File: src/hdl/cvfr_pkg.sv
package cvfr_pkg;

  localparam int VEL_BITS      = 16;
  localparam int CORDIC_STEPS  = 16;
  localparam int GUARD_BITS    = 8;
  localparam int YAW_BITS      = 16;
  localparam int TICK_BITS     = 10;
  localparam int THR_BITS      = 8;
  localparam int CFG_BITS      = 10;
  localparam int INV_GAIN_BITS = 20;
  localparam int ATAN_W        = 23;
  localparam int ATAN_IDX_W    = 5;
  // Rotator word: guard bits, fold and CORDIC gain headroom, sign.
  localparam int XY_W          = VEL_BITS + GUARD_BITS + 3;
  // Angle word: folded phase fits in a quarter turn plus the atan sum.
  localparam int Z_W           = YAW_BITS + GUARD_BITS + 1;
  localparam int PROD_W        = XY_W + INV_GAIN_BITS + 1;
  localparam int ROUND_SH      = INV_GAIN_BITS + GUARD_BITS;
  localparam int STEP_W        = $clog2(CORDIC_STEPS);

  localparam logic signed [INV_GAIN_BITS:0] INV_GAIN = (INV_GAIN_BITS + 1)'(636751);
  localparam logic signed [YAW_BITS:0]      QUARTER  = (YAW_BITS + 1)'(16384);
  localparam logic [TICK_BITS-1:0]          TICK_MAX = '1;

  typedef enum logic [2:0] {
    REQ_CMD  = 3'd0,
    REQ_YAW  = 3'd1,
    REQ_PLAN = 3'd2,
    REQ_TICK = 3'd3,
    REQ_SPIN = 3'd4
  } req_e;

  typedef enum logic {
    CFG_TIMEOUT = 1'b0,
    CFG_ZERO    = 1'b1
  } cfg_e;

  typedef enum logic [2:0] {
    ST_IDLE,
    ST_ROT,
    ST_MULX,
    ST_MULY,
    ST_FIN
  } state_e;

  // Arctangent of 2^-i in binary-angle units times 2^GUARD_BITS, rounded.
  function automatic logic [ATAN_W-1:0] atan_lut(input logic [ATAN_IDX_W-1:0] i);
    logic [ATAN_W-1:0] v;
    case (i)
      5'd0:    v = 23'd2097152;
      5'd1:    v = 23'd1238021;
      5'd2:    v = 23'd654136;
      5'd3:    v = 23'd332050;
      5'd4:    v = 23'd166669;
      5'd5:    v = 23'd83416;
      5'd6:    v = 23'd41718;
      5'd7:    v = 23'd20860;
      5'd8:    v = 23'd10430;
      5'd9:    v = 23'd5215;
      5'd10:   v = 23'd2608;
      5'd11:   v = 23'd1304;
      5'd12:   v = 23'd652;
      5'd13:   v = 23'd326;
      5'd14:   v = 23'd163;
      5'd15:   v = 23'd81;
      5'd16:   v = 23'd41;
      5'd17:   v = 23'd20;
      5'd18:   v = 23'd10;
      5'd19:   v = 23'd5;
      5'd20:   v = 23'd3;
      5'd21:   v = 23'd1;
      5'd22:   v = 23'd1;
      default: v = 23'd0;
    endcase
    return v;
  endfunction

  // Round half up, drop guard and gain bits, saturate to a velocity word.
  function automatic logic signed [VEL_BITS-1:0] rnd_sat(input logic signed [PROD_W-1:0] p);
    localparam logic signed [PROD_W-1:0] HALF = PROD_W'(1) << (ROUND_SH - 1);
    localparam logic signed [PROD_W-1:0] PMAX = PROD_W'((64'sd1 <<< (VEL_BITS - 1)) - 64'sd1);
    localparam logic signed [PROD_W-1:0] PMIN = -PMAX - PROD_W'(1);
    logic signed [PROD_W-1:0] s;
    logic signed [PROD_W-1:0] r;
    s = p + HALF;
    r = s >>> ROUND_SH;
    if (r > PMAX) r = PMAX;
    else if (r < PMIN) r = PMIN;
    return VEL_BITS'(r);
  endfunction

  function automatic logic signed [VEL_BITS-1:0] sat_sum(input logic signed [VEL_BITS:0] v);
    localparam logic signed [VEL_BITS:0] SMAX = (VEL_BITS + 1)'((64'sd1 <<< (VEL_BITS - 1)) - 64'sd1);
    localparam logic signed [VEL_BITS:0] SMIN = -SMAX - (VEL_BITS + 1)'(1);
    logic signed [VEL_BITS:0] r;
    r = v;
    if (r > SMAX) r = SMAX;
    else if (r < SMIN) r = SMIN;
    return VEL_BITS'(r);
  endfunction

  function automatic logic [VEL_BITS:0] vel_mag(input logic signed [VEL_BITS-1:0] v);
    logic signed [VEL_BITS:0] s;
    s = (VEL_BITS + 1)'(v);
    if (s < 0) s = -s;
    return VEL_BITS'(0) | s;
  endfunction

endpackage

File: src/hdl/chassis_velocity_frame_rotator_top.sv
// Rotating word (direct command send, or a cached command on a tick): the input stalls until
// the sequencer is back in idle; the result word is loaded in the final state after 16 CORDIC
// steps on one shared add/shift unit and x then y on one shared gain multiplier. Stop result:
// input stalls while the final state loads the result, with no rotation or multiply.
// Words that send nothing go back to back, one per cycle. A waiting result word holds the
// sequencer in its final state until taken. Reset clears yaw, spin, cache valid and output
// valid, loads timeout 50 and threshold 1, and sets the tick counter to its maximum.
module chassis_velocity_frame_rotator_top (
  input  logic                                 clk_i,
  input  logic                                 rst_ni,
  input  logic                                 cfg_we_i,
  input  logic                                 cfg_idx_i,
  input  logic [cvfr_pkg::CFG_BITS-1:0]        cfg_data_i,
  input  logic                                 in_valid_i,
  output logic                                 in_stall_o,
  input  logic [2:0]                           req_type_i,
  input  logic signed [cvfr_pkg::VEL_BITS-1:0] lin_x_i,
  input  logic signed [cvfr_pkg::VEL_BITS-1:0] lin_y_i,
  input  logic signed [cvfr_pkg::VEL_BITS-1:0] ang_z_i,
  input  logic signed [cvfr_pkg::YAW_BITS-1:0] yaw_angle_i,
  input  logic signed [cvfr_pkg::VEL_BITS-1:0] spin_rate_i,
  output logic                                 out_valid_o,
  input  logic                                 out_stall_i,
  output logic signed [cvfr_pkg::VEL_BITS-1:0] out_lin_x_o,
  output logic signed [cvfr_pkg::VEL_BITS-1:0] out_lin_y_o,
  output logic signed [cvfr_pkg::VEL_BITS-1:0] out_ang_z_o,
  output logic                                 is_stop_o
);
  import cvfr_pkg::*;

  // Control and configuration state
  state_e                     state_q, state_d;
  logic [TICK_BITS-1:0]       timeout_q;
  logic [THR_BITS-1:0]        thr_q;
  logic [TICK_BITS-1:0]       ticks_q;
  logic signed [YAW_BITS-1:0] yaw_q;
  logic signed [VEL_BITS-1:0] spin_q;
  logic                       cache_vld_q;
  logic                       out_vld_q;

  // Cache and datapath payload
  logic signed [VEL_BITS-1:0] cx_q, cy_q, cw_q;
  logic signed [XY_W-1:0]     x_q, y_q;
  logic signed [Z_W-1:0]      z_q;
  logic [STEP_W-1:0]          cnt_q;
  logic signed [PROD_W-1:0]   prod_q;
  logic signed [VEL_BITS-1:0] rx_q;
  logic signed [VEL_BITS-1:0] ang_q;
  logic                       stop_q;
  logic signed [VEL_BITS-1:0] ox_q, oy_q, ow_q;
  logic                       os_q;

  logic acc, timed, cmd_zero, start_rot, start_stop, out_free;
  logic [TICK_BITS-1:0] tick_inc;

  assign in_stall_o = (state_q != ST_IDLE);
  assign acc        = in_valid_i && !in_stall_o;
  assign out_free   = !out_vld_q || !out_stall_i;
  assign timed      = ticks_q > timeout_q;
  assign tick_inc   = (ticks_q == TICK_MAX) ? ticks_q : ticks_q + TICK_BITS'(1);

  // A component counts as zero below the threshold; a zero threshold matches nothing.
  assign cmd_zero = (vel_mag(lin_x_i) < (VEL_BITS + 1)'(thr_q)) &&
                    (vel_mag(lin_y_i) < (VEL_BITS + 1)'(thr_q)) &&
                    (vel_mag(ang_z_i) < (VEL_BITS + 1)'(thr_q));

  // Decide what an accepted word starts.
  always_comb begin
    start_rot  = 1'b0;
    start_stop = 1'b0;
    case (req_type_i)
      REQ_CMD:  start_rot = cmd_zero || timed;
      REQ_TICK: begin
        if (cache_vld_q) begin
          start_stop = tick_inc > timeout_q;
          start_rot  = !(tick_inc > timeout_q);
        end
      end
      default: ;
    endcase
  end

  // Select source velocity: the cache on a tick, the input otherwise.
  logic signed [VEL_BITS-1:0] sx, sy, sw;
  assign sx = (req_type_i == REQ_TICK) ? cx_q : lin_x_i;
  assign sy = (req_type_i == REQ_TICK) ? cy_q : lin_y_i;
  assign sw = (req_type_i == REQ_TICK) ? cw_q : ang_z_i;

  // Fold the angle into plus or minus a quarter turn by an exact 90 degree swap.
  logic signed [XY_W-1:0]     ex, ey, fx, fy;
  logic signed [YAW_BITS:0]   phi, phi_f;
  logic signed [Z_W-1:0]      z0;
  always_comb begin
    ex  = XY_W'(sx) <<< GUARD_BITS;
    ey  = XY_W'(sy) <<< GUARD_BITS;
    phi = -((YAW_BITS + 1)'(yaw_q));
    fx  = ex;
    fy  = ey;
    phi_f = phi;
    if (phi > QUARTER) begin
      fx    = -ey;
      fy    = ex;
      phi_f = phi - QUARTER;
    end else if (phi < -QUARTER) begin
      fx    = ey;
      fy    = -ex;
      phi_f = phi + QUARTER;
    end
    z0 = Z_W'(phi_f) <<< GUARD_BITS;
  end

  // Shared CORDIC step: one add/subtract per coordinate and a barrel shift.
  logic signed [XY_W-1:0] dx, dy;
  logic signed [Z_W-1:0]  atan_z;
  assign dx     = y_q >>> cnt_q;
  assign dy     = x_q >>> cnt_q;
  assign atan_z = Z_W'(atan_lut(ATAN_IDX_W'(cnt_q)));

  // Shared gain multiplier: x first, then y.
  logic signed [PROD_W-1:0] mul_a, mul_g, prod_d;
  assign mul_a  = (state_q == ST_MULX) ? PROD_W'(x_q) : PROD_W'(y_q);
  assign mul_g  = PROD_W'(INV_GAIN);
  assign prod_d = mul_a * mul_g;

  logic signed [VEL_BITS:0] ang_sum;
  assign ang_sum = (VEL_BITS + 1)'(sw) + (VEL_BITS + 1)'(spin_q);

  // Sequencer
  always_ff @(posedge clk_i or negedge rst_ni) begin
    if (!rst_ni) state_q <= ST_IDLE;
    else         state_q <= state_d;
  end

  always_comb begin
    state_d = state_q;
    case (state_q)
      ST_IDLE: begin
        if (acc && start_rot)       state_d = ST_ROT;
        else if (acc && start_stop) state_d = ST_FIN;
      end
      ST_ROT:  if (cnt_q == STEP_W'(CORDIC_STEPS - 1)) state_d = ST_MULX;
      ST_MULX: state_d = ST_MULY;
      ST_MULY: state_d = ST_FIN;
      ST_FIN:  if (out_free) state_d = ST_IDLE;
      default: state_d = ST_IDLE;
    endcase
  end

  // Configuration and controller state
  always_ff @(posedge clk_i or negedge rst_ni) begin
    if (!rst_ni) begin
      timeout_q   <= TICK_BITS'(50);
      thr_q       <= THR_BITS'(1);
      ticks_q     <= TICK_MAX;
      yaw_q       <= '0;
      spin_q      <= '0;
      cache_vld_q <= 1'b0;
    end else begin
      if (cfg_we_i) begin
        case (cfg_e'(cfg_idx_i))
          CFG_TIMEOUT: timeout_q <= cfg_data_i;
          CFG_ZERO:    thr_q     <= cfg_data_i[THR_BITS-1:0];
          default: ;
        endcase
      end
      if (acc) begin
        case (req_type_i)
          REQ_CMD:  if (!start_rot) cache_vld_q <= 1'b1;
          REQ_YAW:  if (timed) yaw_q <= yaw_angle_i;
          REQ_PLAN: ticks_q <= '0;
          REQ_TICK: begin
            ticks_q <= tick_inc;
            if (start_stop) cache_vld_q <= 1'b0;
          end
          REQ_SPIN: spin_q <= spin_rate_i;
          default: ;
        endcase
      end
    end
  end

  // Cache and rotator payload
  always_ff @(posedge clk_i) begin
    if (acc && (req_type_i == REQ_CMD) && !start_rot) begin
      cx_q <= lin_x_i;
      cy_q <= lin_y_i;
      cw_q <= ang_z_i;
    end
    case (state_q)
      ST_IDLE: begin
        x_q    <= fx;
        y_q    <= fy;
        z_q    <= z0;
        cnt_q  <= '0;
        ang_q  <= sat_sum(ang_sum);
        stop_q <= start_stop;
      end
      ST_ROT: begin
        if (!z_q[Z_W-1]) begin
          x_q <= x_q - dx;
          y_q <= y_q + dy;
          z_q <= z_q - atan_z;
        end else begin
          x_q <= x_q + dx;
          y_q <= y_q - dy;
          z_q <= z_q + atan_z;
        end
        cnt_q <= cnt_q + STEP_W'(1);
      end
      ST_MULX: prod_q <= prod_d;
      ST_MULY: begin
        rx_q   <= rnd_sat(prod_q);
        prod_q <= prod_d;
      end
      default: ;
    endcase
  end

  // Output register: load in the final state once the slot is free.
  logic load_out;
  assign load_out = (state_q == ST_FIN) && out_free;

  always_ff @(posedge clk_i or negedge rst_ni) begin
    if (!rst_ni)                       out_vld_q <= 1'b0;
    else if (load_out)                 out_vld_q <= 1'b1;
    else if (out_vld_q && !out_stall_i) out_vld_q <= 1'b0;
  end

  always_ff @(posedge clk_i) begin
    if (load_out) begin
      ox_q <= stop_q ? '0 : rx_q;
      oy_q <= stop_q ? '0 : rnd_sat(prod_q);
      ow_q <= stop_q ? '0 : ang_q;
      os_q <= stop_q;
    end
  end

  assign out_valid_o = out_vld_q;
  assign out_lin_x_o = ox_q;
  assign out_lin_y_o = oy_q;
  assign out_ang_z_o = ow_q;
  assign is_stop_o   = os_q;

endmodule
File: config.mk
export PLATFORM = sky130hd
export DESIGN_NAME = chassis_velocity_frame_rotator_top
export DESIGN_NICKNAME = d
export VERILOG_FILES = /design/src/hdl/cvfr_pkg.sv /design/src/hdl/chassis_velocity_frame_rotator_top.sv
export SDC_FILE = /design/constraint.sdc
export NUM_CORES = 2
export LEC_CHECK = 0
export BUFFER_PORTS_ARGS = -buffer_cell sky130_fd_sc_hd__buf_2
export CORE_AREA = 2 2 206 289
export DETAILED_ROUTE_END_ITERATION = 8
export DIE_AREA = 0 0 208 291
export PLACE_DENSITY = 0.79
export SLEW_MARGIN = 20
export SYNTH_ARGS = -nofsm -noshare
export SYNTH_HDL_FRONTEND = slang
export SYNTH_SLANG_ARGS = --single-unit
File: constraint.sdc
create_clock -name clk_i -period 11.9 [get_ports clk_i]
set_clock_uncertainty 0.15 [all_clocks]
set_input_delay 2.38 -clock clk_i [delete_from_list [all_inputs] [get_ports clk_i]]
set_output_delay 2.38 -clock clk_i [all_outputs]
set_load 0.02 [all_outputs]
[Yosys cells after proc, flatten, opt, wreduce, memory -nomap -nowiden]
Memories as Yosys holds them, arrays and structs flattened. A register that Yosys moved wholly into a read port is not among the register bits.
Cells that the tools add are included.
Word-level totals
  input bits: 99
  bits in read-only memories: 352
  memories: 1
  register bits after elaboration: 326
  output and inout bits: 51
  word-level logic and storage cells: 146
Memories
  (no name shown): words 16, bits a word 22, read ports 1, clocked after memory_dff 1, wr ports 0, RTL line cvfr_pkg.sv:49  | case (i)
Cells by class
  multipliers: 1
  mux-type cells: 40
  equal/unequal tests: 15
  magnitude comparators: 14
  bitwise logic cells: 1
  shift-type cells: 2
  $add $sub $neg: 18
  reduce and logical (&&, ||, !) cells: 31
Operator list (count)
  $mux W27: 6
  $pmux W27 S2: 2
  $mux W16: 6
  $mux W17: 5
  $neg A16 Y17: 4
  $add A27 B27 Y27: 2
  $neg A24 Y27: 2
  $sshr A27 B4 Y27: 2
  $sub A27 B27 Y27: 2
  $lt A17 B8 Y1: 3
  $pmux W25 S2: 1
  $add A48 B29 Y48 const B: 1
  $lt A16 B1 Y1 const B: 3
  $mul A48 B21 Y48 const B: 1
  $mux W48: 1
  $gt A17 B16 Y1 const B: 2
  $add A25 B24 Y25: 1
  $mux W25: 1
  $sub A25 B24 Y25: 1
  $gt A10 B10 Y1: 2
  $gt A20 B16 Y1 const B: 1
  $lt A20 B16 Y1 const B: 1
  $pmux W10 S2: 1
  $add A16 B16 Y17: 1
  31 further kinds: 70

[Depth between registers and ports, before layout]
  depth in word-level cells: 10
  mapped depth: 30
  depth with buffers taken out: 27

[Worst setup path before layout]
OpenSTA, ideal clock, no wires.
  kind: reg-to-reg
  start point: reg state_q[0]
  end point: reg prod_q[38], data pin
  library setup time: 0.258 ns
  setup slack: 2.970 ns
  cell stages (with the launch flop): 27
  data required time: 11.492 ns
  path buffers: 3
  period minus slack after synthesis: 8.930 ns
  data arrival time: 8.521 ns
  cells stage by stage: dfrtp_1 nor3b_1 buf_2 buf_1 mux2_2 clkbuf_1 inv_1 fa_1 fa_1 inv_1 fa_1 fa_1 fa_1 inv_1 fa_1 inv_1 ha_1 a21oi_1 nor2b_1 o21ai_0 nand2b_1 a32o_1 or3_1 a31o_2 a21o_1 a21oi_1 xnor2_1
Between the ends
  cells in the longest elaborated chain, start to end: 3
RTL lines
  from (decl): RTL line chassis_velocity_frame_rotator_top.sv:32  | state_e state_q, state_d;
  from (signal assigned): RTL line chassis_velocity_frame_rotator_top.sv:131  | else state_q <= state_d;
  $eq A3 B2 Y1: RTL line chassis_velocity_frame_rotator_top.sv:121  | assign mul_a = (state_q == ST_MULX) ? PROD_W'(x_q) : PROD_W'(y_q);
  $mux W48: RTL line chassis_velocity_frame_rotator_top.sv:121
  $mul A48 B21 Y48: RTL line chassis_velocity_frame_rotator_top.sv:123  | assign prod_d = mul_a * mul_g;
  via prod_d[38]: RTL line chassis_velocity_frame_rotator_top.sv:120  | logic signed [PROD_W-1:0] mul_a, mul_g, prod_d;
  to (signal assigned): RTL line chassis_velocity_frame_rotator_top.sv:210  | ST_MULX: prod_q <= prod_d;
  to (signal assigned): RTL line chassis_velocity_frame_rotator_top.sv:213  | prod_q <= prod_d;
  to (decl): RTL line chassis_velocity_frame_rotator_top.sv:46  | logic signed [PROD_W-1:0] prod_q;
The timed path passes the listed nets, and every way through them passes these cells.
A chain may end at the register's enable or synchronous reset.

[Final worst setup path]
  start point: reg state_q[2]
  end point: reg prod_q[47], data pin
Same word-level chain as after synthesis.

==> run_results.csv <==
group,metric,value,unit
critical_path,worst_path_most_repeated_cell,"fa_1",
clocking,post_cts_buffers,0,
critical_path,crit_path_top_delay_cell,"fa_1",
critical_path,r2r_slack,3.19,ns
logic_synthesis,syn_area,37200,um2
finish,synthesis_to_finish_area_growth,7.13,%
global_route,first_global_vias,30449,
logic_synthesis,synthesis.nets,4730,
clocking,clk_pin_slew,0.07,ns
logic_synthesis,post_synth_edffs,234,
drt,antenna_violating_nets_post_route,0,
global_route,grt_usage,0.334,
outcome,outcome,"finished clean",
logic_synthesis,synthCells,3990,
clocking,clock_latency,0.58,ns
timing,finalCriticalPeriod,8.71,ns
drt,detailroute.via_count,30144,
critical_path,slowest_cell_delay_on_critical_path,0.55,ns
drt,routed_wl,102,mm
floorplanning,die_h,291,um
clocking,cts.htree.levels,2,
run,drv.max_cap_violation_count,0,
global_route,antenna_found_initial,1,
floorplanning,fp.dieW,208,um
critical_path,timing.critical_path.from_type,"flop",
timing,worst_pin_slew,1.15,ns
finish,ff_latch_area,9110,um2
critical_path,r2r_end,"prod_q[47]",
timing,rsz0062_at_grt,"no",
min_path,hold_path_class,"reg -> reg",
clocking,cts.sink_count,321,
timing,hold_viol_final,0,
min_path,hold_start,"thr_q[1]",
drt,dr.max_layer_used,"met4",
global_route,grt_first_pass_wirelength,161,mm
timing,final-max-slew-violation-count,0,
critical_path,cp_data_required_time,12.06,ns
timing,setup_viol_count_final,0,
finish,post_route_cells_drive_above_1_share,0.107,
placed_design,place.detailed.hpwl,80.6,mm
logic_synthesis,synth.yosys.seq_area_share,0.245,
clocking,cts-root-buf,"clkbuf_16",
logic_synthesis,postSynthRegisterBits,321,
placed_design,numPortBuffers,149,
logic_synthesis,yosys_warnings,0,
drt,initialDrtViolationCount,2145,
floorplanning,top_level_ports,150,
clocking,cts_tree,"built",
global_route,grt_start_max_net_pins,69,
drt,met3_length,4.78,mm
placed_design,routabilityCongestion,0.991,
finish,fillCellCount,4647,
critical_path,end_kind,"flop",
critical_path,critPathKind,"reg -> reg",
global_route,remaining_overflow_grt,0,
logic_synthesis,cell_taking_the_most_area_after_synthesis,"edfxtp_1",
critical_path,arrival,8.87,ns
drt,drt_pre_antenna_iters,6,
timing,peak_clock_frequency_supported_by_timing,0.115,GHz
timing,finalCritPeriodShare,0.732,
timing,slew_headroom,0.231,
timing,fin_hold_ws,0.356,ns
finish,final_nets,4806,
drt,wl_per_cell,21.0,um
finish,finalCoreUtilization,0.687,
drt,vias_per_cell,6.22,
min_path,min_path_cells,1,
logic_synthesis,post-synth-top-area-fraction,0.189,
logic_synthesis,syn_avg_cell_area,9.33,um2
clocking,tritoncts.num_buffers,35,
critical_path,worstSetupStartpoint,"state_q[2]",
floorplanning,initial_core_util,0.641,
logic_synthesis,ys_top_cells_by_area,"edfxtp_1 (19%), fa_1 (14%), ha_1 (13%), inv_1 (4.8%), xnor2_1 (4.0%)",
clocking,cts-resized-gates,0,
logic_synthesis,synth.lib_cells_used.distinct,91,
clocking,hold_buffers,0,
timing,setup-tns-final,0,ns
floorplanning,rows,105,
finish,multi_input_comb_area,25800,um2
drt,detailroute.wirelength.met2,51.9,mm
critical_path,timing.critical_path.fanout_max,42,
critical_path,r2r_cells,28,
floorplanning,floorplan.die_area,60500,um2
logic_synthesis,asyncSetResetFlopFracSynth,0.202,
drt,m1WireLength,38.9,mm
clocking,cts_max_path_buffers,3,
logic_synthesis,primary_ff_master_synth,"edfxtp_1",
min_path,hold_path_end,"thr_q[1]",
drt,drc_errors,0,
floorplanning,floorplan.core_area,58100,um2
critical_path,reg2reg_from,"state_q[2]",
==> cell usage after synthesis (all sizes together) (9+ instances only) <==
master   number
inv         477
ha          387
a21oi       281
nand2       277
nor2        256
fa          254
edfxtp      234
o21ai       215
xnor2       169
xor2        133
mux2        107
mux2i       104
clkbuf       90
a21o         77
nor3         76
nand3        69
nor2b        67
buf          53
dfrtp        51
nand2b       46
a211oi       40
a31oi        36
o22ai        34
and3         33
mux4         30
and2         24
o31ai        24
nand4        23
dfxtp        22
or3          22
o21a         21
o21bai       21
o211ai       20
or2          17
a22oi        14
dfstp        14
a22o         12
nor4         11
or4          11
and4         10
nor3b        10
a2111oi       9
o2111ai       9
==> worst max-delay path by stage <==
stage | endpoint | slack [ns] | depth (start not counted)
final | prod_q[47] | 3.19 | 28
after global routing | prod_q[47] | 2.60 | 28
after CTS | prod_q[47] | 3.17 | 28
after detailed placement | prod_q[47] | 3.23 | 28
after global placement | prod_q[38] | 3.44 | 26
after floorplan | prod_q[38] | 2.97 | 26
==> metrics by stage <==
step	worst slack, ns	instances	area (um2)
final	3.19	4843	39900
after global routing	2.60	4843	39900
after CTS	3.17	4841	39900
after detailed placement	3.23	4777	38600
after global placement	3.44	4777	38600
after floorplan	2.97	3990	37200
==> layer usage <==
metal,GRT usage,vias up
li1,-,14150
met1,0.394,14683
met2,0.593,997
met3,0.0368,314
met4,0.182,0
met5,0,-
==> sequential cells by signal, indices dropped and copies added, names as in the netlist, 3 cells and up <==
signal	flops
out_ang_z_o	16
atan_z	22
out_lin_y_o	16
cnt_q	4
rx_q	16
timeout_q	10
ticks_q	10
cw_q	16
out_lin_x_o	16
z_q	25
x_q	27
y_q	27
cx_q	16
yaw_q	16
thr_q	8
ang_q	16
spin_q	16
state_q	3
cy_q	16
prod_q	21
==> kinds of logic (layout without fill, tap and decap cells) <==
group | after synthesis | after routing | synth area share
AND/OR/NAND/NOR | 974 | 974 | 0.127
buffers and inverters | 621 | 724 | 0.0638
adder cells (fa/ha/maj) | 641 | 641 | 0.267
multiplexers | 241 | 241 | 0.0785
other | 0 | 1 | 0
AO/OA/AOI/OAI | 890 | 890 | 0.148
XOR/XNOR | 302 | 302 | 0.0711
flip-flops | 321 | 321 | 0.245
==> layout make-up <==
type,count,area share
inverter,478,0.0450
multi-input combinational,3048,0.647
antenna,1,0.0000628
timing repair buffer,182,0.0249
tap,749,0.0235
sequential,321,0.229
clock buffer,48,0.0254
clock inverter,16,0.00577
==> cells in the final DEF, fill, tap and decap left out, drive strengths merged, types with 14 or more instances in the layout <==
master,netlist,final
a211oi,40,40
a21o,77,77
a21oi,281,281
a22oi,14,14
a31oi,36,36
and2,24,24
and3,33,33
buf,53,182
clkbuf,90,48
dfrtp,51,51
dfstp,14,14
dfxtp,22,22
edfxtp,234,234
fa,254,254
ha,387,387
inv,477,479
mux2,107,107
mux2i,104,104
mux4,30,30
nand2,277,277
nand2b,46,46
nand3,69,69
nand4,23,23
nor2,256,256
nor2b,67,67
nor3,76,76
o211ai,20,20
o21a,21,21
o21ai,215,215
o21bai,21,21
o22ai,34,34
o31ai,24,24
or2,17,17
or3,22,22
xnor2,169,169
xor2,133,133
==> worst max-delay path: cells and delay by family (launching register included) <==
kind | cells | cell delay (ns)
AOI/OAI and AO/OA | 7 | 1.79
xor gates and xnor gates | 1 | 0.08
adders and majority gates | 7 | 3.28
buffers and inverters | 5 | 1.01
DFF | 1 | 0.45
muxes | 1 | 0.54
and+or+nand+nor | 7 | 1.12
Power is left out: the tool's default activity adds up to more than one toggle a clock period on the data nets, which glitch-free logic cannot reach.
